**src/hdl/bdpa_pkg.sv**
```systemverilog
// ----------------------------------------------------------------------------
// bdpa_pkg: shared types and constants
// Lane count, queue sizing, the queued word layout and FP32 constants used
// by the front end, the queue and the arithmetic back end.
// ----------------------------------------------------------------------------
`default_nettype none

package bdpa_pkg;

  localparam int LANES = 16;
  localparam int LANE_W = (LANES > 1) ? $clog2(LANES) : 1;

  localparam int QUEUE_DEPTH = 4;
  localparam int QPTR_W = $clog2(QUEUE_DEPTH);
  localparam int QCNT_W = $clog2(QUEUE_DEPTH + 1);

  localparam int RLEN_W = 17;
  localparam logic [RLEN_W-1:0] REDUCE_LEN_RESET = 17'd4096;

  localparam logic [31:0] QNAN_BITS = 32'h7FC0_0000;
  localparam logic [30:0] INF_MAG = 31'h7F80_0000;

  // Operand classes.
  typedef logic [1:0] fclass_t;
  localparam fclass_t CL_ZERO = 2'd0;
  localparam fclass_t CL_NORM = 2'd1;
  localparam fclass_t CL_INF  = 2'd2;
  localparam fclass_t CL_NAN  = 2'd3;

  // One queued word: activations already masked by the reduction length.
  typedef struct packed {
    logic [15:0] act_lo;
    logic [15:0] act_hi;
    logic [15:0] wgt_lo;
    logic [15:0] wgt_hi;
    logic [3:0]  lane;
    logic        first;
    logic        last;
  } item_t;

endpackage

`default_nettype wire

```
**src/hdl/bdpa_front.sv**
```systemverilog
// ----------------------------------------------------------------------------
// bdpa_front: input acceptance and masking
// Holds the reduction length register, masks activations at or beyond it
// and pushes the word into the queue.
// ----------------------------------------------------------------------------
`default_nettype none

module bdpa_front
  import bdpa_pkg::*;
(
  input  wire logic              clk,
  input  wire logic              rst,
  input  wire logic              cfg_we,
  input  wire logic [RLEN_W-1:0] cfg_data,
  input  wire logic              in_valid,
  output logic                   in_stall,
  input  wire logic [15:0]       act_lo,
  input  wire logic [15:0]       act_hi,
  input  wire logic [15:0]       wgt_lo,
  input  wire logic [15:0]       wgt_hi,
  input  wire logic [3:0]        lane,
  input  wire logic [15:0]       pos,
  input  wire logic              first,
  input  wire logic              last,
  input  wire logic              q_full,
  output logic                   q_push,
  output item_t                  q_item
);

  logic [RLEN_W-1:0] reduce_len;
  logic [RLEN_W-1:0] pos_lo;
  logic [RLEN_W-1:0] pos_hi;

  always_ff @(posedge clk) begin
    if (rst) begin
      reduce_len <= REDUCE_LEN_RESET;
    end else if (cfg_we) begin
      reduce_len <= cfg_data;
    end
  end

  assign pos_lo = {1'b0, pos};
  assign pos_hi = pos_lo + 17'd1;

  assign in_stall = q_full;
  assign q_push   = in_valid && !q_full;

  always_comb begin
    q_item.act_lo = (pos_lo >= reduce_len) ? 16'd0 : act_lo;
    q_item.act_hi = (pos_hi >= reduce_len) ? 16'd0 : act_hi;
    q_item.wgt_lo = wgt_lo;
    q_item.wgt_hi = wgt_hi;
    q_item.lane   = lane;
    q_item.first  = first;
    q_item.last   = last;
  end

endmodule

`default_nettype wire

```
**src/hdl/bdpa_queue.sv**
```systemverilog
// ----------------------------------------------------------------------------
// bdpa_queue: short word queue between front and back end
// A small register FIFO so that either side can stall on its own.
// ----------------------------------------------------------------------------
`default_nettype none

module bdpa_queue
  import bdpa_pkg::*;
(
  input  wire logic clk,
  input  wire logic rst,
  input  wire logic push,
  input  item_t     push_item,
  output logic      full,
  input  wire logic pop,
  output logic      empty,
  output item_t     head
);

  item_t              slots [QUEUE_DEPTH];
  logic [QPTR_W-1:0]  wr_ptr;
  logic [QPTR_W-1:0]  rd_ptr;
  logic [QCNT_W-1:0]  count;
  logic               do_push;
  logic               do_pop;

  assign full    = (count == QCNT_W'(QUEUE_DEPTH));
  assign empty   = (count == '0);
  assign head    = slots[rd_ptr];
  assign do_push = push && !full;
  assign do_pop  = pop && !empty;

  always_ff @(posedge clk) begin
    if (do_push) begin
      slots[wr_ptr] <= push_item;
    end
  end

  always_ff @(posedge clk) begin
    if (rst) begin
      wr_ptr <= '0;
      rd_ptr <= '0;
      count  <= '0;
    end else begin
      if (do_push) begin
        wr_ptr <= wr_ptr + 1'b1;
      end
      if (do_pop) begin
        rd_ptr <= rd_ptr + 1'b1;
      end
      if (do_push && !do_pop) begin
        count <= count + 1'b1;
      end else if (do_pop && !do_push) begin
        count <= count - 1'b1;
      end
    end
  end

endmodule

`default_nettype wire

```
**src/hdl/bdpa_back.sv**
```systemverilog
// ----------------------------------------------------------------------------
// bdpa_back: lane accumulators and the shared multiply-add sequencer
// Runs the high and then the low product of one word through a four-step
// multiply, align and add, normalize, round sequence and reports sums.
// ----------------------------------------------------------------------------
`default_nettype none

module bdpa_back
  import bdpa_pkg::*;
(
  input  wire logic  clk,
  input  wire logic  rst,
  input  wire logic  q_empty,
  input  item_t      q_head,
  output logic       q_pop,
  output logic       out_valid,
  input  wire logic  out_stall,
  output logic [3:0] out_lane,
  output logic [31:0] sum_bits
);

  typedef enum logic [5:0] {
    ST_IDLE = 6'b000001,
    ST_MUL  = 6'b000010,
    ST_ALN  = 6'b000100,
    ST_NRM  = 6'b001000,
    ST_RND  = 6'b010000,
    ST_WB   = 6'b100000
  } state_t;

  state_t              state;
  item_t               cur;
  logic                op;
  logic [31:0]         acc;
  logic [31:0]         lane_acc [LANES];
  logic [LANE_W-1:0]   head_idx;
  logic [LANE_W-1:0]   cur_idx;

  // Multiply step registers.
  logic [15:0]         mp;
  logic signed [11:0]  xp;
  logic                sp;
  logic                sc;
  logic [23:0]         mc;
  logic [7:0]          ec;
  logic                prod_only;

  // Add and normalize step registers.
  logic [41:0]         r;
  logic signed [11:0]  e;
  logic                s;
  logic [5:0]          lz;

  assign head_idx = q_head.lane[LANE_W-1:0];
  assign cur_idx  = cur.lane[LANE_W-1:0];
  assign q_pop    = (state == ST_IDLE) && !q_empty;

  // ---------------- multiply and classify ----------------
  logic [15:0]  a_op;
  logic [15:0]  w_op;
  fclass_t      pc;
  fclass_t      cc;
  logic         m_special;
  logic [31:0]  m_value;
  logic         m_sp;

  always_comb begin
    logic [7:0] ea;
    logic [7:0] ew;
    logic [7:0] eca;
    a_op = op ? cur.act_lo : cur.act_hi;
    w_op = op ? cur.wgt_lo : cur.wgt_hi;
    ea   = a_op[14:7];
    ew   = w_op[14:7];
    eca  = acc[30:23];
    m_sp = a_op[15] ^ w_op[15];
    if ((ea == 8'hFF && a_op[6:0] != 7'd0) || (ew == 8'hFF && w_op[6:0] != 7'd0) ||
        (ea == 8'hFF && ew == 8'd0) || (ew == 8'hFF && ea == 8'd0)) begin
      pc = CL_NAN;
    end else if (ea == 8'hFF || ew == 8'hFF) begin
      pc = CL_INF;
    end else if (ea == 8'd0 || ew == 8'd0) begin
      pc = CL_ZERO;
    end else begin
      pc = CL_NORM;
    end
    if (eca == 8'hFF) begin
      cc = (acc[22:0] != 23'd0) ? CL_NAN : CL_INF;
    end else if (eca == 8'd0) begin
      cc = CL_ZERO;
    end else begin
      cc = CL_NORM;
    end
    m_special = 1'b1;
    m_value   = acc;
    if (pc == CL_NAN || cc == CL_NAN) begin
      m_value = QNAN_BITS;
    end else if (pc == CL_INF && cc == CL_INF) begin
      m_value = (m_sp == acc[31]) ? acc : QNAN_BITS;
    end else if (pc == CL_INF) begin
      m_value = {m_sp, INF_MAG};
    end else if (cc == CL_INF) begin
      m_value = acc;
    end else if (pc == CL_ZERO) begin
      m_value = (cc == CL_ZERO) ? {m_sp & acc[31], 31'd0} : acc;
    end else begin
      m_special = 1'b0;
    end
  end

  // ---------------- align and add ----------------
  logic [41:0]        a_r;
  logic signed [11:0] a_e;
  logic               a_s;
  logic               a_zero;

  always_comb begin
    logic [40:0]        mpn;
    logic [40:0]        mcn;
    logic signed [11:0] xpn;
    logic signed [11:0] xcn;
    logic [40:0]        mx;
    logic [40:0]        my;
    logic [40:0]        shifted;
    logic [40:0]        my_al;
    logic signed [11:0] ex;
    logic signed [11:0] ey;
    logic signed [11:0] d;
    logic               sx;
    logic               sy;
    logic               c_big;
    mpn = mp[15] ? ({25'd0, mp} << 25) : ({25'd0, mp} << 26);
    xpn = mp[15] ? (xp - 12'sd25) : (xp - 12'sd26);
    mcn = {mc, 17'd0};
    xcn = $signed({4'd0, ec}) - 12'sd167;
    c_big = (xcn > xpn) || (xcn == xpn && mcn >= mpn);
    mx = c_big ? mcn : mpn;
    my = c_big ? mpn : mcn;
    ex = c_big ? xcn : xpn;
    ey = c_big ? xpn : xcn;
    sx = c_big ? sc : sp;
    sy = c_big ? sp : sc;
    d  = ex - ey;
    shifted = my >> d[5:0];
    if (d > 12'sd41) begin
      my_al = 41'd1;
    end else begin
      my_al = shifted | {40'd0, ((shifted << d[5:0]) != my)};
    end
    a_zero = 1'b0;
    a_s    = sx;
    a_e    = ex;
    if (prod_only) begin
      a_r = {26'd0, mp};
      a_e = xp;
      a_s = sp;
    end else if (sx == sy) begin
      a_r = {1'b0, mx} + {1'b0, my_al};
    end else begin
      a_r = {1'b0, mx} - {1'b0, my_al};
      a_zero = (mx == my_al);
    end
  end

  // ---------------- leading zero count ----------------
  logic [5:0] n_lz;

  always_comb begin
    n_lz = 6'd0;
    for (int i = 0; i < 42; i++) begin
      if (r[i]) begin
        n_lz = 6'(41 - i);
      end
    end
  end

  // ---------------- round and pack ----------------
  logic [31:0] rnd_value;

  always_comb begin
    logic [41:0]        rn;
    logic [23:0]        q;
    logic [24:0]        qr;
    logic               inc;
    logic signed [11:0] be;
    rn  = r << lz;
    q   = rn[41:18];
    inc = rn[17] && ((|rn[16:0]) || q[0]);
    qr  = {1'b0, q} + {24'd0, inc};
    be  = e + 12'sd168 - $signed({6'd0, lz}) + $signed({11'd0, qr[24]});
    if (be >= 12'sd255) begin
      rnd_value = {s, INF_MAG};
    end else if (be <= 12'sd0) begin
      rnd_value = {s, 31'd0};
    end else begin
      rnd_value = {s, be[7:0], (qr[24] ? 23'd0 : qr[22:0])};
    end
  end

  // ---------------- sequencer ----------------
  always_ff @(posedge clk) begin
    if (rst) begin
      state     <= ST_IDLE;
      out_valid <= 1'b0;
      op        <= 1'b0;
      for (int i = 0; i < LANES; i++) begin
        lane_acc[i] <= 32'd0;
      end
    end else begin
      // A finishing last word reloads the output register itself below.
      if (out_valid && !out_stall && !(state == ST_WB && cur.last)) begin
        out_valid <= 1'b0;
      end
      case (state)
        ST_IDLE: begin
          if (!q_empty) begin
            cur   <= q_head;
            acc   <= q_head.first ? 32'd0 : lane_acc[head_idx];
            op    <= 1'b0;
            state <= ST_MUL;
          end
        end
        ST_MUL: begin
          mp        <= {1'b1, a_op[6:0]} * {1'b1, w_op[6:0]};
          xp        <= $signed({4'd0, a_op[14:7]}) + $signed({4'd0, w_op[14:7]})
                       - 12'sd268;
          sp        <= m_sp;
          sc        <= acc[31];
          mc        <= {1'b1, acc[22:0]};
          ec        <= acc[30:23];
          prod_only <= (cc == CL_ZERO);
          if (m_special) begin
            acc <= m_value;
            if (op) begin
              state <= ST_WB;
            end else begin
              op <= 1'b1;
            end
          end else begin
            state <= ST_ALN;
          end
        end
        ST_ALN: begin
          r <= a_r;
          e <= a_e;
          s <= a_s;
          if (a_zero) begin
            acc <= 32'd0;
            if (op) begin
              state <= ST_WB;
            end else begin
              op    <= 1'b1;
              state <= ST_MUL;
            end
          end else begin
            state <= ST_NRM;
          end
        end
        ST_NRM: begin
          lz    <= n_lz;
          state <= ST_RND;
        end
        ST_RND: begin
          acc <= rnd_value;
          if (op) begin
            state <= ST_WB;
          end else begin
            op    <= 1'b1;
            state <= ST_MUL;
          end
        end
        ST_WB: begin
          if (!(cur.last && out_valid && out_stall)) begin
            lane_acc[cur_idx] <= acc;
            if (cur.last) begin
              out_valid <= 1'b1;
              out_lane  <= 4'(cur_idx);
              sum_bits  <= acc;
            end
            state <= ST_IDLE;
          end
        end
        default: begin
          state <= ST_IDLE;
        end
      endcase
    end
  end

endmodule

`default_nettype wire

```
**src/hdl/bf16_dot_product_accumulator_top.sv**
```systemverilog
// ----------------------------------------------------------------------------
// bf16_dot_product_accumulator_top: BF16 dot product with FP32 lane sums
// Top level joining the input front end, the word queue and the arithmetic
// back end with its sixteen lane accumulators.
// ----------------------------------------------------------------------------
// Each input word carries two BF16 activation and weight pairs for one of
// sixteen lanes. Activations at or beyond the reduction length are replaced
// by zero, then the high product and after it the low product are added to
// the lane's FP32 accumulator, each add rounded to nearest even with
// denormals flushed to zero. A word with first set starts the lane from
// zero, and a word with last set returns the lane number and its sum on the
// output channel. Input words are taken into a four-word queue as long as
// it has room, so the input side keeps flowing while the back end works.
// The back end runs both products of a word through one shared multiply-add
// unit in four steps each (multiply, align and add, normalize, round), so a
// word occupies it from load to write-back, skipping steps on a zero
// product, on infinite or NaN values or on an add that cancels; the shared
// unit sets the sustained rate. The finished sum sits in an output register,
// and the back end only waits on it when a second sum is ready before the
// first is taken. The user writes the reduction length through cfg_we and
// cfg_data while the block is idle, unenforced by the block; it resets to 4096.
// ----------------------------------------------------------------------------
`default_nettype none

module bf16_dot_product_accumulator_top
  import bdpa_pkg::*;
(
  input  wire logic              clk,
  input  wire logic              rst,
  input  wire logic              cfg_we,
  input  wire logic [RLEN_W-1:0] cfg_data,
  input  wire logic              in_valid,
  output logic                   in_stall,
  input  wire logic [15:0]       act_lo,
  input  wire logic [15:0]       act_hi,
  input  wire logic [15:0]       wgt_lo,
  input  wire logic [15:0]       wgt_hi,
  input  wire logic [3:0]        lane,
  input  wire logic [15:0]       pos,
  input  wire logic              first,
  input  wire logic              last,
  output logic                   out_valid,
  input  wire logic              out_stall,
  output logic [3:0]             out_lane,
  output logic [31:0]            sum_bits
);

  item_t push_item;
  item_t head_item;
  logic  push;
  logic  full;
  logic  pop;
  logic  empty;

  // Front end: register for the reduction length and activation masking.
  bdpa_front u_front (
    .clk      (clk),
    .rst      (rst),
    .cfg_we   (cfg_we),
    .cfg_data (cfg_data),
    .in_valid (in_valid),
    .in_stall (in_stall),
    .act_lo   (act_lo),
    .act_hi   (act_hi),
    .wgt_lo   (wgt_lo),
    .wgt_hi   (wgt_hi),
    .lane     (lane),
    .pos      (pos),
    .first    (first),
    .last     (last),
    .q_full   (full),
    .q_push   (push),
    .q_item   (push_item)
  );

  // Queue that decouples acceptance from the arithmetic.
  bdpa_queue u_queue (
    .clk       (clk),
    .rst       (rst),
    .push      (push),
    .push_item (push_item),
    .full      (full),
    .pop       (pop),
    .empty     (empty),
    .head      (head_item)
  );

  // Back end: lane accumulators, shared multiply-add and output register.
  bdpa_back u_back (
    .clk       (clk),
    .rst       (rst),
    .q_empty   (empty),
    .q_head    (head_item),
    .q_pop     (pop),
    .out_valid (out_valid),
    .out_stall (out_stall),
    .out_lane  (out_lane),
    .sum_bits  (sum_bits)
  );

endmodule

`default_nettype wire

```
**config.mk**
```make
export PLATFORM = sky130hd
export DESIGN_NAME = bf16_dot_product_accumulator_top
export DESIGN_NICKNAME = d
export VERILOG_FILES = /design/src/hdl/bdpa_pkg.sv /design/src/hdl/bdpa_front.sv /design/src/hdl/bdpa_queue.sv /design/src/hdl/bdpa_back.sv /design/src/hdl/bf16_dot_product_accumulator_top.sv
export SDC_FILE = /design/constraint.sdc
export NUM_CORES = 2
export LEC_CHECK = 0
export BUFFER_PORTS_ARGS = -buffer_cell sky130_fd_sc_hd__buf_2
export CORE_ASPECT_RATIO = 1.4
export CORE_MARGIN = 1.5
export CORE_UTILIZATION = 30
export DETAILED_ROUTE_END_ITERATION = 16
export PLACE_DENSITY_LB_ADDON = 0.2
export SETUP_SLACK_MARGIN = 0.5
export SLEW_MARGIN = 30
export SYNTH_ARGS = -nofsm -noshare
export SYNTH_HDL_FRONTEND = slang
export SYNTH_SLANG_ARGS = --single-unit
```
**constraint.sdc**
```tcl
create_clock -name clk -period 31.5 [get_ports clk]
set_input_delay 6.3 -clock clk [delete_from_list [all_inputs] [get_ports clk]]
set_output_delay 6.3 -clock clk [all_outputs]
set_load 0.02 [all_outputs]
```
==> impl_metrics.yaml <==
run_status:
  outcome: "completed"
finish:
  syn2layout_area_growth_pct: 13.0
  layout.area.seq_mm2: 0.0323
  multi_input_area_mm2: 0.0289
  drive_above_1_share_pct: 16.8
  fill_cells: 20600
  final_area_mm2: 0.0712
  nets: 5710
timing:
  worstMarginPinSlew_ns: 1.11
  skew_ns: 0.0978
  fmax_ghz: 0.0735
  finalHoldViolCount: 0
  final_max_slew_viol_count: 0
  maxSlewHeadroom_pct: 26.3
  fin_crit_sh_pct: 43.2
  worst_hold_slack_ns: 0.485
  fin_crit_ns: 13.60
  rsz0062_at_grt: "false"
  tns_ns: 0
  setup_viol: 0
  setup_slack_ns: 17.90
setup_path:
  endpoint_kind: "flip-flop"
  critPathKind: "reg2reg"
  critPathMaxStageDelay_ns: 0.80
  critPathLaunchType: "flip-flop"
  cp_max_fo: 49
  crit_slowest_cell: "nor2_1"
  worstPathArrival_ns: 14.02
  r2r_slack_ns: 17.90
  worstPathRequired_ns: 31.92
clock_network:
  cts_buffers: 111
  cts_hold_buf: 0
  h-tree-depth: 3
  cts_num_sinks: 1086
  clock_path_buffers: 3
  cts_setup_buffers: 0
  clk_pin_slew_ns: 0.06
  root_buffer: "clkbuf_16"
  cts_resized: 0
  cts_tree: "done"
  clk-insertion-delay-late_ns: 0.79
global_routing:
  grt_antenna_before_repair: 27
  grt_max_degree: 99
  grt_remaining_overflow: 0
  grt_pass1_vias: 45700
  gr-usage-met1_pct: 28.8
  grt_busiest_layer: "met2"
  grt_pass1_wl_mm: 349
  grt_usage_pct: 23.0
  met2_usage_pct: 39.1
  use_met3_pct: 2.90
place:
  placed_area_mm2: 0.0676
  dpl.hpwl_mm: 171
  gp_congestion: 0.985
  io_buffers: 145
  place_ws_ns: 18.26
yosys:
  synthTopCellsByArea: "edfxtp_1 (50%), mux4_2 (9.7%), and2_1 (5.6%)"
  yosysSeqAreaShare_pct: 51.2
  synth_top_cell_area_share_pct: 50.2
  synth_nets: 5620
  synth_commonest_cells: "edfxtp_1 (1052), and2_1 (563), nor2_1 (382)"
  ys.warnings.count: 0
  synth_cells: 5286
  synth_ff_type: "edfxtp_1"
  synth_top_cell_by_area: "edfxtp_1"
  synth_edf_count: 1052
  synth_area_per_cell_um2: 11.9
  syn_area_mm2: 0.0630
  ys_types: 119
  yosysMostFrequentCell: "edfxtp_1"
  synth-seq-cells: 1086
  async_reset_ff_share_pct: 0
drt:
  antenna_left: 0
  drt-total-wl_mm: 249
  wl_per_cell_um: 30.1
  drt_pass1_iterations: 7
  drt_iter0_drc: 4257
  drc: 0
  vias_per_cell: 5.51
  via_count: 45600
power_and_ir_drop:
  power.leakage_nw: 25.6
  ir_drop_uv: 63.5
  finalPower_mw: 5.91
  power_density_mw_per_mm2: 83.1
floorplan:
  ios: 146
  die_x_um: 390
  die_y_um: 545
  die_area_mm2: 0.213
  core_area_mm2: 0.208
  initial_utilization_pct: 30.2
  rows: 198
hold_path:
  hold_class: "reg2reg"
run:
  cap_violations: 0
## worst max-delay path, delay by kind of cell (launching register included)
family / cells / cell delay (ns)
AOI/OAI and AO/OA: 20 / 5.73
and+or+nand+nor: 16 / 3.69
xor gates and xnor gates: 2 / 0.32
muxes: 2 / 0.61
adders and majority gates: 4 / 1.12
buffers and inverters: 5 / 1.32
DFF: 1 / 0.43
## power by group
part           internal, mW  leakage, nW  switching [mW]
Sequential             1.79         10.5          0.0964
Combinational         0.943         13.4            1.80
Clock                 0.688         1.66           0.595
## registers in the layout, summed over array words and instances, names as in the netlist, 6 cells and up, named ones only
name / flops
u_back.lane_acc: 512
u_queue.slots: 280
u_back.cur: 65
u_back.r: 42
u_back.acc: 32
u_back.sum_bits: 32
u_back.mc: 23
u_front.reduce_len: 17
u_back.mp: 16
u_back.e: 12
u_back.xp: 12
u_back.ec: 8
u_back.lz: 6
u_back.state: 6
## cells by family (layout without fill, tap and decap cells)
logic type,after synthesis,after routing,share of synthesized area (%)
multiplexers,455,455,12.7
AND/OR/NAND/NOR,1790,1790,14.7
XOR/XNOR,115,115,1.60
adder cells (fa/ha/maj),226,226,4.97
AO/OA/AOI/OAI,1044,1044,11.2
flip-flops,1086,1086,51.2
buffers and inverters,570,747,3.59
other,0,12,0
## layout make-up
| class | instances | share of cell area (%) |
|---|---|---|
| antenna | 12 | 0.0422 |
| clock buffer | 142 | 4.08 |
| clock inverter | 58 | 0.754 |
| inverter | 236 | 1.25 |
| multi-input combinational | 3630 | 40.7 |
| sequential | 1086 | 45.4 |
| tap | 2800 | 4.92 |
| timing repair buffer | 311 | 2.91 |
## routing by layer
metal	wire, um	vias up	part of all wire [%]
met2	121000	1783	49
met3	13700	520	5.5
met4	14000	4	5.6
met5	21	-	0.0084
li1	-	20100	-
met1	100000	23200	40
## worst paths after layout
kind	startpoint	end	cells after the start
setup / recovery	u_back.xp[2]$_DFFE_PP_	u_back.r[38]$_SDFFCE_PP0P_	49
hold / removal	u_back.op$_SDFFE_PP0P_	u_back.op$_SDFFE_PP0P_	2
setup reg to reg	u_back.xp[2]$_DFFE_PP_	u_back.r[38]$_SDFFCE_PP0P_	49
hold reg to reg	u_back.op$_SDFFE_PP0P_	u_back.op$_SDFFE_PP0P_	2
## stage by stage
step / util [%] / cells
after floorplan: - / 5286
after detailed placement: 32.5 / 8061
after CTS: 34.1 / 8261
after global routing: 34.1 / 8264
after global placement: 32.4 / 8057
final: 34.2 / 8275
## cells in the final DEF, fill, tap and decap left out, types with 80 or more instances in the layout
master | netlist | layout
buf_4 | 3 | 159
clkbuf_16 | 0 | 111
nor2_1 | 382 | 364
nand2_1 | 353 | 352
edfxtp_1 | 1052 | 1052
mux2i_1 | 144 | 142
nand3_1 | 80 | 80
buf_2 | 21 | 145
mux4_2 | 270 | 267
a21oi_1 | 293 | 291
and2_1 | 563 | 558
inv_1 | 230 | 229
ha_1 | 186 | 184
o21ai_0 | 219 | 203
nor3_1 | 104 | 98
Power figures use the tool's default switching activity.
